`config.mk`:
```
export PLATFORM = sky130hd
export DESIGN_NAME = grnms_ctrl
export DESIGN_NICKNAME = d
export VERILOG_FILES = /design/src/rtl/grnms_pkg.sv /design/src/rtl/grnms_ctrl.sv
export SDC_FILE = /design/constraint.sdc
export NUM_CORES = 1
export LEC_CHECK = 0
export BUFFER_PORTS_ARGS = -buffer_cell sky130_fd_sc_hd__buf_2
export CORE_AREA = 2 2 39 41
export CTS_BUF_LIST = sky130_fd_sc_hd__clkbuf_16
export DETAILED_ROUTE_END_ITERATION = 10
export DIE_AREA = 0 0 41 43
export SETUP_SLACK_MARGIN = 0.1
export SKIP_CTS_REPAIR_TIMING = 1
export SYNTH_ARGS = -nofsm -noshare
export SYNTH_HDL_FRONTEND = slang
export SYNTH_SLANG_ARGS = --single-unit
```
`constraint.sdc`:
```
create_clock -name clock -period 1.3 [get_ports clock]
set_clock_uncertainty 0.15 [all_clocks]
set_input_delay 0.13 -clock clock [delete_from_list [all_inputs] [get_ports clock]]
set_output_delay 0.13 -clock clock [all_outputs]
set_load 0.02 [all_outputs]
```
`src/rtl/grnms_pkg.sv`:
```
package grnms_pkg;

   localparam int IDX_W      = 12;
   localparam int VALUE_W    = 8;
   localparam int RADIUS_W   = 6;
   localparam int SIDE_CFG_W = 7;

   localparam logic [SIDE_CFG_W-1:0] SIDE_RESET = 7'd64;

   typedef enum logic [0:0] {
      OP_WRITE  = 1'b0,
      OP_SEARCH = 1'b1
   } opcode_type;

   typedef enum logic [1:0] {
      ST_IDLE,
      ST_DIV,
      ST_SCAN,
      ST_DRAIN
   } state_type;

   typedef struct packed {
      logic write;
      logic load;
      logic div_step;
      logic issue;
      logic finish;
   } cmd_type;

   typedef struct packed {
      logic start_ok;
      logic div_done;
      logic gen_last;
      logic hit;
      logic pipe_empty;
   } status_type;

endpackage

```
`src/rtl/grnms_ctrl.sv`:
```
module grnms_ctrl (
   input  logic                  clock,
   input  logic                  reset,
   input  logic                  start,
   input  logic                  req_opcode,
   output logic                  busy,
   output grnms_pkg::cmd_type    cmd,
   input  grnms_pkg::status_type status
);
   import grnms_pkg::*;

   state_type state_ff, state_in;

   always_ff @(posedge clock) begin
      if (reset) begin
         state_ff <= ST_IDLE;
      end else begin
         state_ff <= state_in;
      end
   end

   always_comb begin
      state_in = state_ff;
      cmd      = '0;
      unique case (state_ff)
         ST_IDLE: begin
            if (start) begin
               if (opcode_type'(req_opcode) == OP_SEARCH) begin
                  cmd.load = 1'b1;
                  state_in = ST_DIV;
               end else begin
                  cmd.write = 1'b1;
               end
            end
         end
         ST_DIV: begin
            if (!status.start_ok) begin
               cmd.finish = 1'b1;
               state_in   = ST_IDLE;
            end else if (status.div_done) begin
               state_in = ST_SCAN;
            end else begin
               cmd.div_step = 1'b1;
            end
         end
         ST_SCAN: begin
            if (status.hit) begin
               cmd.finish = 1'b1;
               state_in   = ST_IDLE;
            end else begin
               cmd.issue = 1'b1;
               if (status.gen_last) begin
                  state_in = ST_DRAIN;
               end
            end
         end
         ST_DRAIN: begin
            if (status.hit || status.pipe_empty) begin
               cmd.finish = 1'b1;
               state_in   = ST_IDLE;
            end
         end
         default: begin
            state_in = ST_IDLE;
         end
      endcase
   end

   assign busy = (state_ff != ST_IDLE);

endmodule

```
==> results of run 1 <==
[placed cells by master, fill, tap and decap left out]
cell / count
a211o_2: 1
a211oi_1: 1
a21oi_2: 1
and3b_2: 1
and4bb_2: 2
buf_2: 8
buf_4: 12
buf_6: 7
clkbuf_16: 3
dfxtp_2: 1
dfxtp_4: 1
mux2i_1: 3
nand2b_1: 2
nor3b_2: 1
nor3b_4: 1
nor4b_1: 1
nor4bb_1: 1
o21bai_1: 1
or2_4: 1
or2b_1: 1
or4_4: 1
[per-stage QoR]
stage	power (W)	hold slack [ns]	util
after floorplan	0.0003811	0.1491	-
after global placement	0.0005362	0.2795	0.2712
after detailed placement	0.0005421	0.2853	0.2712
after CTS	0.001011	0.05706	0.3255
after global routing	0.001240	0.09423	0.3888
final	0.001172	0.05392	0.3888
[power breakdown]
part / leakage (nW) / internal [W] / switching (W)
Clock: 0.0370 / 0.000391 / 0.0000660
Sequential: 0.0175 / 0.0000953 / 0.0000296
Combinational: 0.201 / 0.000363 / 0.000227
[cell type report]
| cell class | count | area [sq um] |
|---|---|---|
| multi-input combinational | 19 | 188.9 |
| clock buffer | 3 | 75.07 |
| sequential | 2 | 45.04 |
| fill | 144 | 845.8 |
| timing repair buffer | 27 | 209.0 |
| tap | 16 | 20.02 |
[metal layers]
| layer | up-vias | track usage |
|---|---|---|
| met5 | - | 0 |
| met4 | 0 | 0.08000 |
| met3 | 2 | 0.03141 |
| met2 | 9 | 0.1438 |
| met1 | 138 | 0.1019 |
| li1 | 147 | - |
[logic make-up (layout without fill, tap and decap cells)]
| family | after synthesis | count (layout) |
|---|---|---|
| simple gates | 12 | 12 |
| compound gates | 4 | 4 |
| mux | 3 | 3 |
| flops | 2 | 2 |
| buf+inv | 2 | 30 |
[path summary, 6_finish.rpt]
check | start | end | slack (ns) | depth (start not counted)
min | reset | state_ff[0]$_SDFFE_PP0P_ | 0.05 | 3
min reg2reg | state_ff[0]$_SDFFE_PP0P_ | state_ff[0]$_SDFFE_PP0P_ | 0.51 | 3
max | state_ff[0]$_SDFFE_PP0P_ | cmd[4] | -0.23 | 4
max reg2reg | state_ff[1]$_SDFFE_PP0P_ | state_ff[1]$_SDFFE_PP0P_ | -0.22 | 3
[critical path, delay by kind of cell, from the launching register on]
family | cells | cell delay (ns)
DFF | 1 | 0.35
and+or+nand+nor | 2 | 0.41
buffers and inverters | 2 | 0.27
==> reports/metrics.cfg, run 1 <==
[placed_design]
pre_cts_slack_ns = -0.1871
place_congestion = 0.7267
hpwlAfterDp_um = 551.3
port_buffers = 14
place_area_sq_um = 375.4
placed_cells = 60

[status]
violations = negative setup slack
status = finished, violations left

[finish]
reg.largest.list = state_ff x2
fin_cells = 67
area_growth_pct = 141.6
final_area_sq_um = 538.0
largest_register_ffs = 2
finish.net_count = 62
num_antenna_cells = 0
final_layout_size_suffix_gt1_frac = 0.8039
largest_register = state_ff

[logic_synthesis]
syn_area_sq_um = 222.7
syn-num-nets = 32
synth_compound_area_frac = 0.1348
muxShareOfSynthArea = 0.1348
syn_avg_cell_area_sq_um = 9.683
synthTopCellsByArea = dfxtp_1 18%, mux2i_1 13%, nor3b_1 6.7%
synth_warnings = 0
yosysMostFrequentCell = mux2i_1
synthSimpleGateAreaFrac = 0.4775
yosys.area.top_type = dfxtp_1
synth_commonest_cells = 3 x mux2i_1, 2 x dfxtp_1, 2 x nand2b_1, 2 x nor3b_1
synth_ff_type = dfxtp_1
synth_fa_ha_area_frac = 0
synth_top_family_by_area = simple AND/OR/NAND/NOR gates
synthXorXnorAreaFrac = 0
synth_cell_types = 18
synth_edf_count = 0
ys_ff_latch = 2
yosysSeqAreaShare = 0.1798
synth_top_area_share = 0.1798
synth-async-reset-ratio = 0
syn_inst = 23

[timing]
max_slew_margin = 0.7978
finalCritPeriodShare = 1.174
drv_slew = 0
setup_slack_ns = -0.2267
tns_ns = -1.074
fmax_mhz = 655.0
hold_viol = 0
setup_viol = 8
fin_crit_ns = 1.527
worst_slew_pin_slew_ns = 0.2991
grt_setup_unrepaired = yes

[clocking]
cts_buffers = 3
clk_latency_ns = 0.22
root_buffer = clkbuf_16
clockBufferDepth = 2
cts.sink_count = 2
cts_tree = done
path_clk_slew_ns = 0.03
h-tree-depth = 1

[setup_path]
cp_slowest_stage_delay_ns = 0.35
path_cells = buf_6, or2_4, nor3b_2, buf_4
slowest_stage = dfxtp_4
startpoint_type = flop
cp.required_ns = 1.02
critPathCaptureType = output port
cp_max_fo = 5
crit_type = flop to output port
cp.arrival_ns = 1.25

[floorplan]
die_h_um = 43
die_w_um = 41
coreArea_sq_um = 1384
floorplan.initialDensity = 0.1609
io-pin-count = 15
dieArea_sq_um = 1763
fp-row-count = 14

[route]
drtAntennaViolNets = 0
initialDrtViolationCount = 0
drc = 0
totalWireLength_um = 762
m1WireLength_um = 282
vias = 296
met3_wirelength_um = 51
wl_met2_um = 415
dr.max_layer_used = met4
post_drt_wl_per_cell_um = 11.37
vias_per_cell = 4.418
dr.pass1.iters = 1

[flow_run]
drv_cap = 0

[pwr]
ir_worst_vdd_mv = 0.7812
power.density_nw_per_um2 = 2179
p_leak_nw = 0.2559

[min_path]
hold_class = primary input to flop

[global_routing]
grt_max_degree = 7
grt_pass1_vias = 284
grt_use_total = 0.09610
gr-total-overflow = 0
grt_pass1_wl_um = 1069
antenna_found_initial = 0

Power figures use the tool's default switching activity.
==> run 2: changes to the inputs <==
--- a/config.mk
+++ b/config.mk
@@ -10,6 +10,7 @@
 export CTS_BUF_LIST = sky130_fd_sc_hd__clkbuf_16
 export DETAILED_ROUTE_END_ITERATION = 10
 export DIE_AREA = 0 0 41 43
+export REMOVE_ABC_BUFFERS = 1
 export SETUP_SLACK_MARGIN = 0.1
 export SKIP_CTS_REPAIR_TIMING = 1
 export SYNTH_ARGS = -nofsm -noshare
==> reports/metrics.cfg, run 2 (same netlist as run 1, synthesis figures left out) <==
[finish]
fill_cells = 148
num_antenna_cells = 0
largest_register = state_ff
reg.largest.list = state_ff x2
final_common_cell = buf_4
largest_register_ffs = 2
final_layout_size_suffix_gt1_frac = 0.7755
final_cell_mix = 10 x buf_4, 9 x buf_2, 6 x buf_6, 3 x mux2i_1, 3 x clkbuf_16
final_area_sq_um = 516.7
area_growth_pct = 132.0
fin_cells = 65
finish.net_count = 60

[setup_path]
cp.arrival_ns = 1.50
path_cells = buf_4, nor4b_1, or4_4, mux2i_1
startpoint_type = flop
r2r-start = state_ff[0]$_SDFFE_PP0P_
worst-path-stages = 4
endpoint = state_ff[1]$_SDFFE_PP0P_
cp_slowest_stage_delay_ns = 0.39
r2r_slack_ns = -0.22
reg2reg_depth = 4
critPathCaptureType = flop
path_buf_inv = 1
slowest_stage = nor4b_1
worstReg2RegEnd = state_ff[1]$_SDFFE_PP0P_
path_delay_family = simple AND/OR/NAND/NOR gates
cp_max_fo = 5
crit_start = state_ff[0]$_SDFFE_PP0P_
crit_type = flop to flop
cp.required_ns = 1.29

[floorplan]
dieArea_sq_um = 1763
die_h_um = 43
fp-row-count = 14
die_w_um = 41
io-pin-count = 15
floorplan.initialDensity = 0.1609
coreArea_sq_um = 1384

[global_routing]
antenna_found_initial = 0
grt_pass1_wl_um = 924
grt_use_met2 = 0.1250
grt_pass1_vias = 224
met3_usage = 0.03141
met1_usage = 0.08889
gr-total-overflow = 0
grt_max_degree = 8
busiest_layer = met2
grt_use_total = 0.07700

[flow_run]
drv_cap = 0

[pwr]
total_power_w = 0.001168
ir_worst_vdd_mv = 0.6224
power.density_nw_per_um2 = 2261
p_leak_nw = 0.2485

[route]
vias_per_cell = 4.400
initialDrtViolationCount = 1
totalWireLength_um = 734
post_drt_wl_per_cell_um = 11.29
vias = 286
dr.pass1.iters = 3
drc = 0
drtAntennaViolNets = 0

[min_path]
hold_class = primary input to flop

[timing]
hold_viol = 0
setup_slack_ns = -0.2181
setup_viol = 7
fin_crit_ns = 1.518
max_slew_margin = 0.7451
drv_slew = 0
finalCritPeriodShare = 1.168
tns_ns = -0.9095
fmax_mhz = 658.7
worst_slew_pin_slew_ns = 0.3770
grt_setup_unrepaired = yes

[status]
status = finished, violations left
violations = negative setup slack

[clocking]
root_buffer = clkbuf_16
cts_tree = done
h-tree-depth = 1
clockBufferDepth = 2
cts_buffers = 3
path_clk_slew_ns = 0.03
cts.sink_count = 2
clk_latency_ns = 0.22

[placed_design]
placed_cells = 58
place_area_sq_um = 349.1
place_congestion = 0.7669
port_buffers = 14
hpwlAfterDp_um = 517.1

[run 2: worst min-delay path, delay by kind of cell]
family	cells	cell delay (ns)
AOI/OAI and AO/OA	1	0.10
buffers and inverters	1	0.10
muxes	1	0.05
[run 2: layout make-up]
type | count | area, sq um | share of cell area
multi-input combinational | 19 | 188.9 | 0.3656
tap | 16 | 20.02 | 0.03874
sequential | 2 | 45.04 | 0.08717
clock buffer | 3 | 75.07 | 0.1453
timing repair buffer | 25 | 187.7 | 0.3632
[run 2: metrics by stage]
stage | util | setup slack, ns | hold slack [ns]
after floorplan | - | -0.3667 | 0.1524
after global placement | 0.2523 | -0.2107 | 0.2806
final | 0.3734 | -0.2181 | 0.05635
after CTS | 0.3065 | -0.3249 | 0.06619
after global routing | 0.3734 | -0.2696 | 0.08184
after detailed placement | 0.2523 | -0.2183 | 0.2877
[run 2: power breakdown]
group	switching (W)	internal [W]	total, W
registers	0.0000293	0.0000953	0.000125
clock network	0.0000692	0.000391	0.000461
logic	0.000236	0.000348	0.000583
total	0.000334	0.000834	0.00117
[run 2: worst min-delay path by stage]
stage | startpoint | to | slack, ns | depth (start not counted)
after floorplan | reset | state_ff[0]$_SDFFE_PP0P_ | 0.15 | 2
after global placement | reset | state_ff[0]$_SDFFE_PP0P_ | 0.28 | 3
after detailed placement | reset | state_ff[0]$_SDFFE_PP0P_ | 0.29 | 3
after CTS | reset | state_ff[0]$_SDFFE_PP0P_ | 0.07 | 3
after global routing | reset | state_ff[0]$_SDFFE_PP0P_ | 0.08 | 3
final | reset | state_ff[0]$_SDFFE_PP0P_ | 0.06 | 3
[run 2: layer usage]
metal  part of all wire  up-vias
met1               0.37      135
li1                   -      142
met3              0.044        0
met5                  0        -
met4                  0        0
met2               0.58        9
==> run 3: changes to the inputs <==
--- a/config.mk
+++ b/config.mk
@@ -6,10 +6,13 @@
 export NUM_CORES = 1
 export LEC_CHECK = 0
 export BUFFER_PORTS_ARGS = -buffer_cell sky130_fd_sc_hd__buf_2
+export CELL_PAD_IN_SITES_DETAIL_PLACEMENT = 1
+export CELL_PAD_IN_SITES_GLOBAL_PLACEMENT = 1
 export CORE_AREA = 2 2 39 41
 export CTS_BUF_LIST = sky130_fd_sc_hd__clkbuf_16
 export DETAILED_ROUTE_END_ITERATION = 10
 export DIE_AREA = 0 0 41 43
+export PLACE_DENSITY_LB_ADDON = 0.1
 export REMOVE_ABC_BUFFERS = 1
 export SETUP_SLACK_MARGIN = 0.1
 export SKIP_CTS_REPAIR_TIMING = 1
==> reports/metrics.cfg, run 3 (same netlist as run 1, synthesis figures left out) <==
[floorplan]
coreArea_sq_um = 1384
fp-row-count = 14
die_h_um = 43
die_w_um = 41
floorplan.initialDensity = 0.1609
io-pin-count = 15
dieArea_sq_um = 1763

[clocking]
root_buffer = clkbuf_16
cts.sink_count = 2
clk_latency_ns = 0.22
h-tree-depth = 1
path_clk_slew_ns = 0.03
cts_buffers = 3
cts_tree = done
clockBufferDepth = 2

[timing]
drv_slew = 0
finalCritPeriodShare = 1.177
fmax_mhz = 653.5
worst_slew_pin_slew_ns = 0.2846
whs_ns = 0.05399
max_slew_margin = 0.8076
fin_crit_ns = 1.530
grt_setup_unrepaired = yes
setup_viol = 7
hold_viol = 0
setup_slack_ns = -0.2302

[pwr]
ir_worst_vdd_mv = 0.6201
p_leak_nw = 0.2370
power.density_nw_per_um2 = 2262

[status]
status = finished, violations left
violations = negative setup slack

[setup_path]
startpoint_type = flop
path_cells = buf_6, or2_4, nor3b_2, buf_4
cp.required_ns = 1.02
cp_max_fo = 6
cp_slowest_stage_delay_ns = 0.35
critPathCaptureType = output port
slowest_stage = dfxtp_4
cp.arrival_ns = 1.25
crit_type = flop to output port

[route]
drc = 0
totalWireLength_um = 817
drtAntennaViolNets = 0
initialDrtViolationCount = 2
post_drt_wl_per_cell_um = 12.97
dr.pass1.iters = 3
vias = 285
vias_per_cell = 4.524

[global_routing]
grt_pass1_wl_um = 1283
grt_max_degree = 9
antenna_found_initial = 0
grt_pass1_vias = 290
met1_usage = 0.1333
met3_usage = 0.04712
busiest_layer = met2
grt_use_total = 0.1170
grt_use_met2 = 0.1594
gr-total-overflow = 0

[finish]
reg.largest.list = state_ff x2
finish.net_count = 58
final_layout_size_suffix_gt1_frac = 0.7660
final_core_util = 0.3599
largest_register = state_ff
fill_cells = 162
final_cell_mix = 9 x buf_2, 9 x buf_4, 5 x buf_6, 3 x mux2i_1, 3 x clkbuf_16
area_growth_pct = 123.6
final_area_sq_um = 498.0
largest_register_ffs = 2
num_antenna_cells = 0
fin_cells = 63

[placed_design]
port_buffers = 14
place_area_sq_um = 334.1
pre_cts_slack_ns = -0.2101
place_congestion = 0.6523
placed_cells = 56
hpwlAfterDp_um = 589.5

[min_path]
hold_class = primary input to flop

[flow_run]
drv_cap = 0

[run 3: cell type report]
type,instances,area [sq um],share of cell area
multi-input combinational,19,188.9,0.3794
timing repair buffer,23,168.9,0.3392
clock buffer,3,75.07,0.1508
sequential,2,45.04,0.09045
tap,16,20.02,0.04020
[run 3: worst paths after layout]
check	cells after the start	slack (ns)	startpoint	to
max reg2reg	3	-0.17	state_ff[0]$_SDFFE_PP0P_	state_ff[1]$_SDFFE_PP0P_
min	3	0.05	reset	state_ff[0]$_SDFFE_PP0P_
max	4	-0.23	state_ff[0]$_SDFFE_PP0P_	cmd[4]
min reg2reg	3	0.50	state_ff[0]$_SDFFE_PP0P_	state_ff[0]$_SDFFE_PP0P_
[run 3: critical path: cells and delay by family, from the launching register on]
kind          cells  cell delay (ns)
flops             1             0.35
simple gates      2             0.39
buf+inv           2             0.28
[run 3: report_power, final]
group          switching, W  total, W  internal (W)
Clock             0.0000732  0.000465      0.000392
Sequential        0.0000354  0.000131     0.0000955
Combinational      0.000218  0.000531      0.000313
Total              0.000326   0.00113      0.000800
[run 3: layer usage]
| metal | routed length, um | part of all wire |
|---|---|---|
| met5 | 0 | 0 |
| met1 | 326 | 0.40 |
| met2 | 414 | 0.51 |
| met4 | 29 | 0.035 |
| met3 | 46 | 0.056 |
[run 3: through the flow]
stage	setup TNS, ns	power (W)
after floorplan	-1.001	0.0003448
final	-0.9485	0.001126
after global placement	-0.5181	0.0005152
after CTS	-1.478	0.0009953
after global routing	-1.252	0.001198
after detailed placement	-0.5679	0.0005205
